### src/hdl/cpss_pkg.sv
// Shared types, constants and decode helpers for the cable pin short scanner.
// No dependencies; every other file of the block uses this package.
package cpss_pkg;

  localparam int PIN_W       = 5;
  localparam int LEVEL_BITS  = 19;
  localparam int DIGIT_COUNT = 4;
  localparam int POS_W       = 2;
  localparam int SEG_W       = 8;
  localparam int REFRESH_W   = 8;
  localparam int OP_W        = 2;

  localparam logic [REFRESH_W-1:0] REFRESH_RESET = 8'd6;
  localparam logic [3:0]           BLANK_CODE    = 4'd10;

  typedef enum logic [1:0] {
    OP_TICK  = 2'd0,
    OP_START = 2'd1,
    OP_STEP  = 2'd2,
    OP_PROBE = 2'd3
  } op_t;

  typedef enum logic [1:0] {
    MODE_NONE  = 2'd0,
    MODE_OK    = 2'd1,
    MODE_SHORT = 2'd2
  } mode_t;

  typedef enum logic [1:0] {
    ST_IDLE  = 2'd0,
    ST_PROBE = 2'd1,
    ST_FIND  = 2'd2,
    ST_EMIT  = 2'd3
  } seq_state_t;

  // Result currently on display; pin and partner read 0 unless a short is shown.
  typedef struct packed {
    mode_t            mode;
    logic [PIN_W-1:0] pin;
    logic [PIN_W-1:0] partner;
  } shown_t;

  // Sequencer status toward the channel logic.
  typedef struct packed {
    logic ready;
    logic emit;
  } seq_stat_t;

  function automatic logic [SEG_W-1:0] glyph(input logic [3:0] code);
    logic [SEG_W-1:0] seg;
    case (code)
      4'd0:    seg = 8'h3F;
      4'd1:    seg = 8'h06;
      4'd2:    seg = 8'h5B;
      4'd3:    seg = 8'h4F;
      4'd4:    seg = 8'h66;
      4'd5:    seg = 8'h6D;
      4'd6:    seg = 8'h7D;
      4'd7:    seg = 8'h07;
      4'd8:    seg = 8'h7F;
      4'd9:    seg = 8'h6F;
      default: seg = 8'h00;
    endcase
    return seg;
  endfunction

  // Tens digit of a pin number; blank code when the tens are zero.
  function automatic logic [3:0] tens_code(input logic [PIN_W-1:0] v);
    logic [3:0] t;
    if (v >= 5'd30)      t = 4'd3;
    else if (v >= 5'd20) t = 4'd2;
    else if (v >= 5'd10) t = 4'd1;
    else                 t = BLANK_CODE;
    return t;
  endfunction

  function automatic logic [3:0] units_code(input logic [PIN_W-1:0] v);
    logic [PIN_W-1:0] u;
    if (v >= 5'd30)      u = v - 5'd30;
    else if (v >= 5'd20) u = v - 5'd20;
    else if (v >= 5'd10) u = v - 5'd10;
    else                 u = v;
    return u[3:0];
  endfunction

endpackage

### src/hdl/cpss_ifs.sv
// Handshake interfaces of the cable pin short scanner: item, result and config.
// Depends on cpss_pkg for field widths.
interface cpss_item_if;
  logic                          valid;
  logic                          ready;
  logic [cpss_pkg::OP_W-1:0]       op;
  logic [cpss_pkg::LEVEL_BITS-1:0] levels;

  modport source (output valid, output op, output levels, input ready);
  modport sink   (input valid, input op, input levels, output ready);
endinterface

interface cpss_result_if;
  logic                       valid;
  logic                       ready;
  logic [cpss_pkg::PIN_W-1:0] drive_pin;
  logic                       scanning;
  logic [cpss_pkg::POS_W-1:0] digit_select;
  logic [cpss_pkg::SEG_W-1:0] segment_bits;
  logic [cpss_pkg::PIN_W-1:0] shown_pin;
  logic [cpss_pkg::PIN_W-1:0] shown_partner;
  logic                       all_ok;

  modport source (output valid, output drive_pin, output scanning, output digit_select,
                  output segment_bits, output shown_pin, output shown_partner,
                  output all_ok, input ready);
  modport sink   (input valid, input drive_pin, input scanning, input digit_select,
                  input segment_bits, input shown_pin, input shown_partner,
                  input all_ok, output ready);
endinterface

interface cpss_cfg_if;
  logic                           valid;
  logic                           ready;
  logic [cpss_pkg::REFRESH_W-1:0] data;

  modport source (output valid, output data, input ready);
  modport sink   (input valid, input data, output ready);
endinterface

### src/hdl/cpss_seq.sv
// Scan sequencer: short table, one shared pin-walk test unit and its control FSM.
// Depends on cpss_pkg.
module cpss_seq #(
  parameter int PIN_COUNT = 19
) (
  input  logic                             clk,
  input  logic                             rst,
  input  logic                             acc,
  input  logic [cpss_pkg::OP_W-1:0]        op,
  input  logic [cpss_pkg::LEVEL_BITS-1:0]  levels,
  input  logic                             take,
  output cpss_pkg::seq_stat_t              stat,
  output cpss_pkg::shown_t                 shown,
  output logic [cpss_pkg::PIN_W-1:0]       drive_pin,
  output logic                             scanning
);
  import cpss_pkg::*;

  localparam int IDX_W = $clog2(PIN_COUNT);
  localparam logic [PIN_W-1:0] LAST_PIN  = PIN_W'(PIN_COUNT);
  localparam logic [PIN_W-1:0] LAST_STEP = PIN_W'(PIN_COUNT - 1);
  localparam logic [PIN_W-1:0] PIN_ONE   = PIN_W'(1);
  localparam int LV_PAD = (2 ** PIN_W) - LEVEL_BITS;

  seq_state_t state, state_next;

  logic [PIN_W-1:0]      short_table [PIN_COUNT];
  logic [PIN_W-1:0]      drive;
  logic                  active;
  mode_t                 mode;
  logic [PIN_W-1:0]      cursor;
  logic [PIN_W-1:0]      partner;
  logic [PIN_W-1:0]      walk;
  logic [PIN_W-1:0]      cnt;
  logic [PIN_W-1:0]      part_acc;
  logic                  find_end;
  logic [LEVEL_BITS-1:0] levels_r;

  logic [PIN_W-1:0]      walk_m1, drive_m1, table_rd, part_final, walk_wrap, from_wrap;
  logic [PIN_W:0]        from_sum;
  logic [2**PIN_W-1:0]   lv_bits;
  logic                  hit, step_ok;

  // Shared test unit: one pin per cycle, either a level bit or a table entry.
  assign walk_m1  = walk - PIN_ONE;
  assign drive_m1 = drive - PIN_ONE;
  assign table_rd = short_table[walk_m1[IDX_W-1:0]];
  assign lv_bits  = {{LV_PAD{1'b0}}, levels_r};
  assign hit      = (state == ST_FIND) ? (table_rd != '0)
                                       : ((walk != drive) && lv_bits[walk_m1]);
  assign part_final = hit ? walk : part_acc;
  assign walk_wrap  = (walk == LAST_PIN) ? PIN_ONE : walk + PIN_ONE;
  assign from_sum   = {1'b0, cursor} + {{PIN_W{1'b0}}, 1'b1};
  assign from_wrap  = (from_sum > {1'b0, LAST_PIN}) ? PIN_ONE : from_sum[PIN_W-1:0];
  assign step_ok    = !active && (mode == MODE_SHORT);

  always_ff @(posedge clk) begin
    if (rst) state <= ST_IDLE;
    else     state <= state_next;
  end

  always_comb begin
    state_next = state;
    case (state)
      ST_IDLE: begin
        if (acc) begin
          case (op_t'(op))
            OP_PROBE: state_next = active ? ST_PROBE : ST_EMIT;
            OP_STEP:  state_next = step_ok ? ST_FIND : ST_EMIT;
            default:  state_next = ST_EMIT;
          endcase
        end
      end
      ST_PROBE: begin
        if (walk == LAST_PIN) state_next = (drive == LAST_PIN) ? ST_FIND : ST_EMIT;
      end
      ST_FIND: begin
        if (hit || cnt == LAST_STEP) state_next = ST_EMIT;
      end
      ST_EMIT: begin
        if (take) state_next = ST_IDLE;
      end
      default: state_next = ST_IDLE;
    endcase
  end

  always_comb begin
    stat.ready = (state == ST_IDLE);
    stat.emit  = (state == ST_EMIT);
  end

  always_ff @(posedge clk) begin
    if (rst) begin
      drive    <= '0;
      active   <= 1'b0;
      mode     <= MODE_NONE;
      cursor   <= '0;
      partner  <= '0;
      walk     <= PIN_ONE;
      cnt      <= '0;
      part_acc <= '0;
      find_end <= 1'b0;
    end else begin
      case (state)
        ST_IDLE: begin
          if (acc) begin
            case (op_t'(op))
              OP_START: begin
                drive  <= PIN_ONE;
                active <= 1'b1;
                mode   <= MODE_NONE;
                cursor <= '0;
              end
              OP_STEP: begin
                if (step_ok) begin
                  walk     <= from_wrap;
                  cnt      <= '0;
                  find_end <= 1'b0;
                end
              end
              OP_PROBE: begin
                if (active) begin
                  levels_r <= levels;
                  walk     <= PIN_ONE;
                  part_acc <= '0;
                end
              end
              default: ;
            endcase
          end
        end
        ST_PROBE: begin
          part_acc <= part_final;
          if (walk == LAST_PIN) begin
            if (drive == LAST_PIN) begin
              // last pin driven: end the scan and look for the first short
              active   <= 1'b0;
              drive    <= '0;
              walk     <= PIN_ONE;
              cnt      <= '0;
              find_end <= 1'b1;
            end else begin
              drive <= drive + PIN_ONE;
            end
          end else begin
            walk <= walk + PIN_ONE;
          end
        end
        ST_FIND: begin
          if (hit) begin
            cursor  <= walk;
            partner <= table_rd;
            if (find_end) mode <= MODE_SHORT;
          end else if (cnt == LAST_STEP) begin
            if (find_end) begin
              mode   <= MODE_OK;
              cursor <= '0;
            end
          end else begin
            walk <= walk_wrap;
            cnt  <= cnt + PIN_ONE;
          end
        end
        default: ;
      endcase
    end
  end

  // Every entry is rewritten during a scan before the table is walked.
  always_ff @(posedge clk) begin
    if (state == ST_PROBE && walk == LAST_PIN)
      short_table[drive_m1[IDX_W-1:0]] <= part_final;
  end

  always_comb begin
    shown.mode    = mode;
    shown.pin     = (mode == MODE_SHORT) ? cursor : '0;
    shown.partner = (mode == MODE_SHORT) ? partner : '0;
  end

  assign drive_pin = active ? drive : '0;
  assign scanning  = active;

  a_drive_range: assert property (@(posedge clk) disable iff (rst)
    active |-> (drive >= PIN_ONE && drive <= LAST_PIN))
    else $error("drive pin out of range during scan");

  a_idle_drive: assert property (@(posedge clk) disable iff (rst)
    !active |-> (drive == '0))
    else $error("drive pin nonzero while idle");

  a_short_valid: assert property (@(posedge clk) disable iff (rst)
    (mode == MODE_SHORT) |-> (cursor >= PIN_ONE && cursor <= LAST_PIN && partner != '0))
    else $error("shown short has no valid pin or partner");

  a_find_idle: assert property (@(posedge clk) disable iff (rst)
    (state == ST_FIND) |-> !active)
    else $error("table walk while scan is active");

  a_probe_end: assert property (@(posedge clk) disable iff (rst)
    (state == ST_PROBE && walk == LAST_PIN && drive != LAST_PIN) |=> (state == ST_EMIT))
    else $error("probe walk did not finish into emit");

endmodule

### src/hdl/cpss_disp.sv
// Display side: refresh register, digit multiplexer and segment decode of the shown result.
// Depends on cpss_pkg.
module cpss_disp (
  input  logic                            clk,
  input  logic                            rst,
  input  logic                            tick,
  input  logic                            cfg_we,
  input  logic [cpss_pkg::REFRESH_W-1:0]  cfg_data,
  input  cpss_pkg::shown_t                shown,
  output logic [cpss_pkg::POS_W-1:0]      digit_select,
  output logic [cpss_pkg::SEG_W-1:0]      segment_bits
);
  import cpss_pkg::*;

  logic [REFRESH_W-1:0] refresh_period;
  logic [REFRESH_W-1:0] tick_counter;
  logic [POS_W-1:0]     digit_position;
  logic [REFRESH_W-1:0] period;
  logic [REFRESH_W:0]   cnt_inc;
  logic                 wrap;
  logic [3:0]           code;

  // A zero period acts as one.
  assign period  = (refresh_period == '0) ? REFRESH_W'(1) : refresh_period;
  assign cnt_inc = {1'b0, tick_counter} + (REFRESH_W + 1)'(1);
  assign wrap    = (cnt_inc >= {1'b0, period});

  always_ff @(posedge clk) begin
    if (rst) begin
      refresh_period <= REFRESH_RESET;
      tick_counter   <= '0;
      digit_position <= '0;
    end else begin
      if (cfg_we) refresh_period <= cfg_data;
      if (tick) begin
        if (wrap) begin
          tick_counter   <= '0;
          digit_position <= digit_position + POS_W'(1);
        end else begin
          tick_counter <= cnt_inc[REFRESH_W-1:0];
        end
      end
    end
  end

  always_comb begin
    case (digit_position)
      2'd0:    code = tens_code(shown.pin);
      2'd1:    code = units_code(shown.pin);
      2'd2:    code = tens_code(shown.partner);
      default: code = units_code(shown.partner);
    endcase
  end

  // Blank everything while no result is shown.
  assign segment_bits = (shown.mode == MODE_NONE) ? '0 : glyph(code);
  assign digit_select = digit_position;

endmodule

### src/hdl/cable_pin_short_scanner_core.sv
// Top level of the cable pin short scanner: channel handshakes and result register.
// Depends on cpss_pkg, cpss_ifs, cpss_seq and cpss_disp.
//
// Usage: each request on item carries an op (tick, start, step, probe) and the
// sampled pin levels; every request yields exactly one request on result with
// the drive pin, scan flag, lit digit, its segments and the shown short.
// A start clears the result and drives pin 1; send one probe per driven pin
// with the levels seen while drive_pin is high. After the last probe the
// first short (or "0 0" for a clean cable) is displayed; step walks the shorts.
// Sequence: tick, start and ignored requests go from idle straight to the emit
// state and into the output register. A probe walks all PIN_COUNT pins through
// the shared test unit; the last probe of a scan and a step then also walk the
// short table one pin per cycle until the first short or a full round, then emit.
// item.ready is high only while the sequencer is idle; one request is in work.
// A finished result sits in the output register; if the receiver stalls, the
// next request is still taken and its result waits until the register frees.
// cfg writes refresh_period (ticks per digit advance) and is always ready.
// Reset (rst, synchronous) clears the scan, hides the display and sets the
// refresh period to 6. No clearing pass is needed after reset.
module cable_pin_short_scanner_core #(
  parameter int PIN_COUNT = 19
) (
  input  logic          clk,
  input  logic          rst,
  cpss_item_if.sink     item,
  cpss_result_if.source result,
  cpss_cfg_if.sink      cfg
);
  import cpss_pkg::*;

  seq_stat_t        stat;
  shown_t           shown;
  logic [PIN_W-1:0] drive_pin;
  logic             scanning;
  logic [POS_W-1:0] digit_select;
  logic [SEG_W-1:0] segment_bits;
  logic             acc, take, load, out_valid;

  assign item.ready = stat.ready;
  assign acc        = item.valid && item.ready;
  assign cfg.ready  = 1'b1;
  assign take       = !out_valid || result.ready;
  assign load       = stat.emit && take;

  cpss_seq #(
    .PIN_COUNT(PIN_COUNT)
  ) u_seq (
    .clk       (clk),
    .rst       (rst),
    .acc       (acc),
    .op        (item.op),
    .levels    (item.levels),
    .take      (take),
    .stat      (stat),
    .shown     (shown),
    .drive_pin (drive_pin),
    .scanning  (scanning)
  );

  cpss_disp u_disp (
    .clk          (clk),
    .rst          (rst),
    .tick         (acc && (item.op == OP_TICK)),
    .cfg_we       (cfg.valid),
    .cfg_data     (cfg.data),
    .shown        (shown),
    .digit_select (digit_select),
    .segment_bits (segment_bits)
  );

  always_ff @(posedge clk) begin
    if (rst)               out_valid <= 1'b0;
    else if (load)         out_valid <= 1'b1;
    else if (result.ready) out_valid <= 1'b0;
  end

  // Capture the block state as it stands after the request's update.
  always_ff @(posedge clk) begin
    if (load) begin
      result.drive_pin     <= drive_pin;
      result.scanning      <= scanning;
      result.digit_select  <= digit_select;
      result.segment_bits  <= segment_bits;
      result.shown_pin     <= shown.pin;
      result.shown_partner <= shown.partner;
      result.all_ok        <= (shown.mode == MODE_OK);
    end
  end

  assign result.valid = out_valid;

endmodule
### src/flat_wrapper.sv
// flat-port wrapper written by rule: the top's interface ports become plain ports
module cable_pin_short_scanner_core_flat import cpss_pkg::*;
#(
  parameter int PIN_COUNT = 19
)
  (clk, rst, item_valid, item_op, item_levels, item_ready, result_valid, result_drive_pin, result_scanning, result_digit_select, result_segment_bits, result_shown_pin, result_shown_partner, result_all_ok, result_ready, cfg_valid, cfg_data, cfg_ready);
  cpss_item_if item_i ();
  cpss_result_if result_i ();
  cpss_cfg_if cfg_i ();
  input  logic clk;
  input  logic rst;
  input wire logic [$bits(item_i.valid)-1:0] item_valid;
  input wire logic [$bits(item_i.op)-1:0] item_op;
  input wire logic [$bits(item_i.levels)-1:0] item_levels;
  output wire logic [$bits(item_i.ready)-1:0] item_ready;
  output wire logic [$bits(result_i.valid)-1:0] result_valid;
  output wire logic [$bits(result_i.drive_pin)-1:0] result_drive_pin;
  output wire logic [$bits(result_i.scanning)-1:0] result_scanning;
  output wire logic [$bits(result_i.digit_select)-1:0] result_digit_select;
  output wire logic [$bits(result_i.segment_bits)-1:0] result_segment_bits;
  output wire logic [$bits(result_i.shown_pin)-1:0] result_shown_pin;
  output wire logic [$bits(result_i.shown_partner)-1:0] result_shown_partner;
  output wire logic [$bits(result_i.all_ok)-1:0] result_all_ok;
  input wire logic [$bits(result_i.ready)-1:0] result_ready;
  input wire logic [$bits(cfg_i.valid)-1:0] cfg_valid;
  input wire logic [$bits(cfg_i.data)-1:0] cfg_data;
  output wire logic [$bits(cfg_i.ready)-1:0] cfg_ready;
  assign item_i.valid = item_valid;
  assign item_i.op = item_op;
  assign item_i.levels = item_levels;
  assign item_ready = item_i.ready;
  assign result_valid = result_i.valid;
  assign result_drive_pin = result_i.drive_pin;
  assign result_scanning = result_i.scanning;
  assign result_digit_select = result_i.digit_select;
  assign result_segment_bits = result_i.segment_bits;
  assign result_shown_pin = result_i.shown_pin;
  assign result_shown_partner = result_i.shown_partner;
  assign result_all_ok = result_i.all_ok;
  assign result_i.ready = result_ready;
  assign cfg_i.valid = cfg_valid;
  assign cfg_i.data = cfg_data;
  assign cfg_ready = cfg_i.ready;
  cable_pin_short_scanner_core #(.PIN_COUNT(PIN_COUNT)) u_core (.clk(clk), .rst(rst), .item(item_i), .result(result_i), .cfg(cfg_i));
endmodule
### config.mk
export PLATFORM = sky130hd
export DESIGN_NAME = cable_pin_short_scanner_core_flat
export DESIGN_NICKNAME = d
export VERILOG_FILES = /design/src/hdl/cpss_pkg.sv /design/src/hdl/cpss_ifs.sv /design/src/hdl/cpss_seq.sv /design/src/hdl/cpss_disp.sv /design/src/hdl/cable_pin_short_scanner_core.sv /design/src/flat_wrapper.sv
export SDC_FILE = /design/constraint.sdc
export NUM_CORES = 1
export LEC_CHECK = 0
export BUFFER_PORTS_ARGS = -buffer_cell sky130_fd_sc_hd__buf_2
export CAP_MARGIN = 20
export CORE_MARGIN = 1.5
export CORE_UTILIZATION = 61
export DETAILED_ROUTE_END_ITERATION = 12
export PLACE_DENSITY = 0.8
export SLEW_MARGIN = 15
export SYNTH_ARGS = -nofsm -noshare
export SYNTH_HDL_FRONTEND = slang
export SYNTH_SLANG_ARGS = --single-unit
### constraint.sdc
create_clock -name clk -period 5.3 [get_ports clk]
set_input_delay 0 -clock clk [delete_from_list [all_inputs] [get_ports clk]]
set_output_delay 0 -clock clk [all_outputs]
set_load 0.01 [all_outputs]
==> run_results.csv <==
group,metric,value,unit
outcome,outcome,"finished, final reports clean",
timing,final.period_utilization,87.73,%
clocking,clkTransAtPathRegs,80,ps
floorplan,design.die.area,0.01674,sq mm
critical_path,cp_max_fo,21,
timing,finalMaxSlewViolations,0,
logic_synthesis,synth_edf_count,140,
floorplan,die_x,129.4,um
power,cellInternalPower,0.002985,W
grt,grt_pass1_vias,6771,
logic_synthesis,ys_ff_latch,195,
drt,drc,0,
power,sequentialPowerShare,40.6,%
drt,first_pass_iters,6,
timing,hold_viol_final,0,
drt,wl_per_cell,19.67,um
drt,drt_iter0_markers,786,
logic_synthesis,synthMuxAreaShare,8.696,%
critical_path,cp-end-kind,"flip-flop",
clocking,cts_resized,0,
timing,fmax,0.2151,GHz
timing,worst_pin_slew,940.9,ps
final_layout,fillers,1111,
logic_synthesis,synth_area_leaders,"edfxtp_1 43%, dfxtp_1 11%, mux4_2 5.8%",
timing,slew_headroom,37.27,%
logic_synthesis,yosys.area.top_type,"edfxtp_1",
power,power_density,405.9,mW/mm^2
drt,ant_nets,0,
grt,track_usage,28.20,%
clocking,cts-buffers-inserted,17,
floorplan,core_area,0.01571,sq mm
critical_path,cp_data_arrival_time,4800,ps
timing,rsz0062_at_grt,"false",
logic_synthesis,synth_common_cells,"140 x edfxtp_1, 84 x nor2_1, 60 x nand2_1, 55 x dfxtp_1, 47 x inv_1",
critical_path,start_kind,"flip-flop",
final_layout,nNetsFinal,1011,
logic_synthesis,synth_top_area_share,43.16,%
power,p_clk_share,27.5,%
logic_synthesis,synth_warnings,0,
logic_synthesis,synth_top_family_by_area,"simple AND/OR/NAND/NOR gates",
grt,grt-ovfl-total,0,
grt,grt_pass1_wl,35110,um
placed_design,dp.cells,1091,
power,p_comb_share,31.9,%
logic_synthesis,synth_area_per_cell,11.55,sq um
final_layout,antenna-diode-count,0,
floorplan,ioPinCount,64,
grt,antenna_found_initial,0,
logic_synthesis,syn_inst,843,
final_layout,syn_to_final_growth,15.04,%
final_layout,drive_gt1_share,16.56,%
placed_design,io_buffers,61,
timing,setup_viol,0,
clocking,cts_buffer_depth,2,
logic_synthesis,yosysUniqueCellTypes,70,
timing,finalWorstPathRequiredPeriod,4650,ps
clocking,worst_skew_pair.late_latency,450,ps
logic_synthesis,synth_flop_cell,"edfxtp_1",
worst_hold_path,holdCritPathClass,"primary input to flip-flop",
placed_design,gp_congestion,0.9071,
floorplan,rows,46,
grt,grt_max_degree,58,
drt,routed_wl,22890,um
floorplan,start_util,61.99,%
drt,dr_total_vias,7168,
power,p_leak,4.149,nW
power,peakVddDrop,384.1,uV
clocking,htree_levels,4,
critical_path,required,5450,ps
logic_synthesis,synth_xor_area_share,1.888,%
floorplan,die_y,129.4,um
clocking,cts_tree,"done",
clocking,clock-sinks,195,
clocking,cts_root_buffer,"clkbuf_16",
logic_synthesis,ys_seq_area_share,54.46,%
logic_synthesis,synthAdderAreaFrac,5.395,%
timing,tns,0,ps
logic_synthesis,syn_nets,919,
critical_path,path_class,"flip-flop to flip-flop",
logic_synthesis,netlist_area,0.009741,sq mm
power,switchingPower,0.001564,W
job,max-cap-violations,0,
final_layout,layout.cells.non_filler,1164,
placed_design,dp_hpwl,14430,um
logic_synthesis,synth_most_common_cell,"edfxtp_1",
timing,finClkSkew,12.01,ps
drt,drt-vias-per-instance,6.158,
logic_synthesis,synth_compound_area_share,12.51,%
logic_synthesis,synth_async_sr_flop_share,0,%
power,sw_frac_of_total,34.38,%
logic_synthesis,synth_simple_gate_area_share,13.47,%
-- power by group through the flow --
stage	clock [W]	combinational [W]	sequential (W)
final	0.00125	0.00145	0.00185
after global routing	0.00130	0.00156	0.00186
after CTS	0.00125	0.00142	0.00185
after detailed placement	0	0.00138	0.00188
after global placement	0	0.00135	0.00188
after floorplan	0	0.00105	0.00186
-- layout by cell type (no fill, tap or decap), drive strengths merged, types with 4 or more instances in the layout --
cell type,Yosys,routed
mux2,11,11
mux2i,16,16
a21o,5,5
buf,12,71
o21ai,33,33
o211ai,12,12
nor3b,5,5
nor3,11,11
a31o,7,7
o22ai,7,7
clkbuf,26,17
nand3b,7,7
dfxtp,55,55
nand2b,13,13
inv,47,55
a22o,6,6
or2,5,5
clkinv,0,7
nand2,61,61
ha,42,42
xnor2,14,14
mux4,25,25
nor2b,16,16
xor2,7,7
a31oi,13,13
and2,11,11
a211oi,4,4
edfxtp,140,140
a22oi,9,9
or3,7,7
nor4,8,8
dlygate4sd3,0,40
a21oi,42,42
nand3,24,24
o31ai,5,5
a211o,6,6
nor2,84,84
nand4,6,6
-- timing repair --
action                    CTS  global route
hold buffers               40             0
setup buffers               0             0
hold endpoints to repair   30             0
-- per-stage QoR --
step | power [W] | setup WS, ps | area [sq um] | util, % | hold WS [ps]
after floorplan | 0.002913 | 881.4 | 9741 | - | 98.87
after global placement | 0.003225 | 980.7 | 10230 | 65.09 | 176.9
after detailed placement | 0.003254 | 825.4 | 10230 | 65.12 | 178.1
after CTS | 0.004512 | 784.3 | 11200 | 71.29 | 38.12
after global routing | 0.004718 | 453.5 | 11210 | 71.32 | 91.98
final | 0.004549 | 650.2 | 11210 | 71.32 | 40.42
-- logic make-up after synthesis --
family | after synthesis
compound gates | 179
xor+xnor | 21
fa+ha+maj | 42
buf+inv | 85
flops | 195
mux | 52
other cells | 2
simple gates | 267
-- worst paths after layout --
kind                                         startpoint                                    endpoint  slack [ps]  depth (start not counted)
max                   u_core.u_seq.walk[1]$_SDFFE_PP0P_    u_core.u_seq.short_table[5][1]$_DFFE_PP_         650                         10
min                                          item_op[1]          u_core.u_seq.find_end$_SDFFE_PP0P_          40                          4
max reg2reg           u_core.u_seq.walk[1]$_SDFFE_PP0P_    u_core.u_seq.short_table[5][1]$_DFFE_PP_         650                         10
min reg2reg  u_core.u_disp.tick_counter[7]$_SDFFE_PP0P_  u_core.u_disp.tick_counter[7]$_SDFFE_PP0P_         480                          2
-- sequential cells by signal, summed over array words and instances (netlist names), 2 cells and up --
name and cells:
u_core.result.digit_select 2, u_core.result.drive_pin 5, u_core.result.segment_bits 7, u_core.result.shown_partner 5, u_core.result.shown_pin 5, u_core.u_disp.digit_select 2, u_core.u_disp.refresh_period 8, u_core.u_disp.tick_counter 8
u_core.u_seq.cnt 5, u_core.u_seq.cursor 5, u_core.u_seq.drive 5, u_core.u_seq.levels_r 19, u_core.u_seq.mode 2, u_core.u_seq.part_acc 5, u_core.u_seq.partner 5, u_core.u_seq.short_table 95
u_core.u_seq.state 2, u_core.u_seq.walk 5
-- critical path, cell delays in order, from the launching register on --
cell	delay, ps
dfxtp_1	600
inv_1	130
ha_1	880
buf_4	320
mux4_2	320
nor4_1	300
a211o_1	150
nand4_1	190
nor4_4	520
o22ai_1	400
mux2_2	520
-- final cells by class --
class | instances | area, sq um | area share (%)
Sequential cell | 195 | 5306 | 47.35
Clock buffer | 17 | 425.4 | 3.796
Inverter | 47 | 176.4 | 1.574
Clock inverter | 15 | 142.6 | 1.273
Timing Repair Buffer | 111 | 775.7 | 6.923
Multi-Input combinational cell | 563 | 4109 | 36.67
Tap cell | 216 | 270.3 | 2.412
-- per-layer routing --
metal	global-route usage (%)	share of wire (%)	wire length (um)	vias up
li1	-	-	-	3339
met2	46.93	49	11310	305
met4	12.89	3.2	743	0
met5	0	0	0	-
met1	35.68	40	9258	3452
met3	5.945	6.9	1577	72
(Power assumes the default switching activity.)
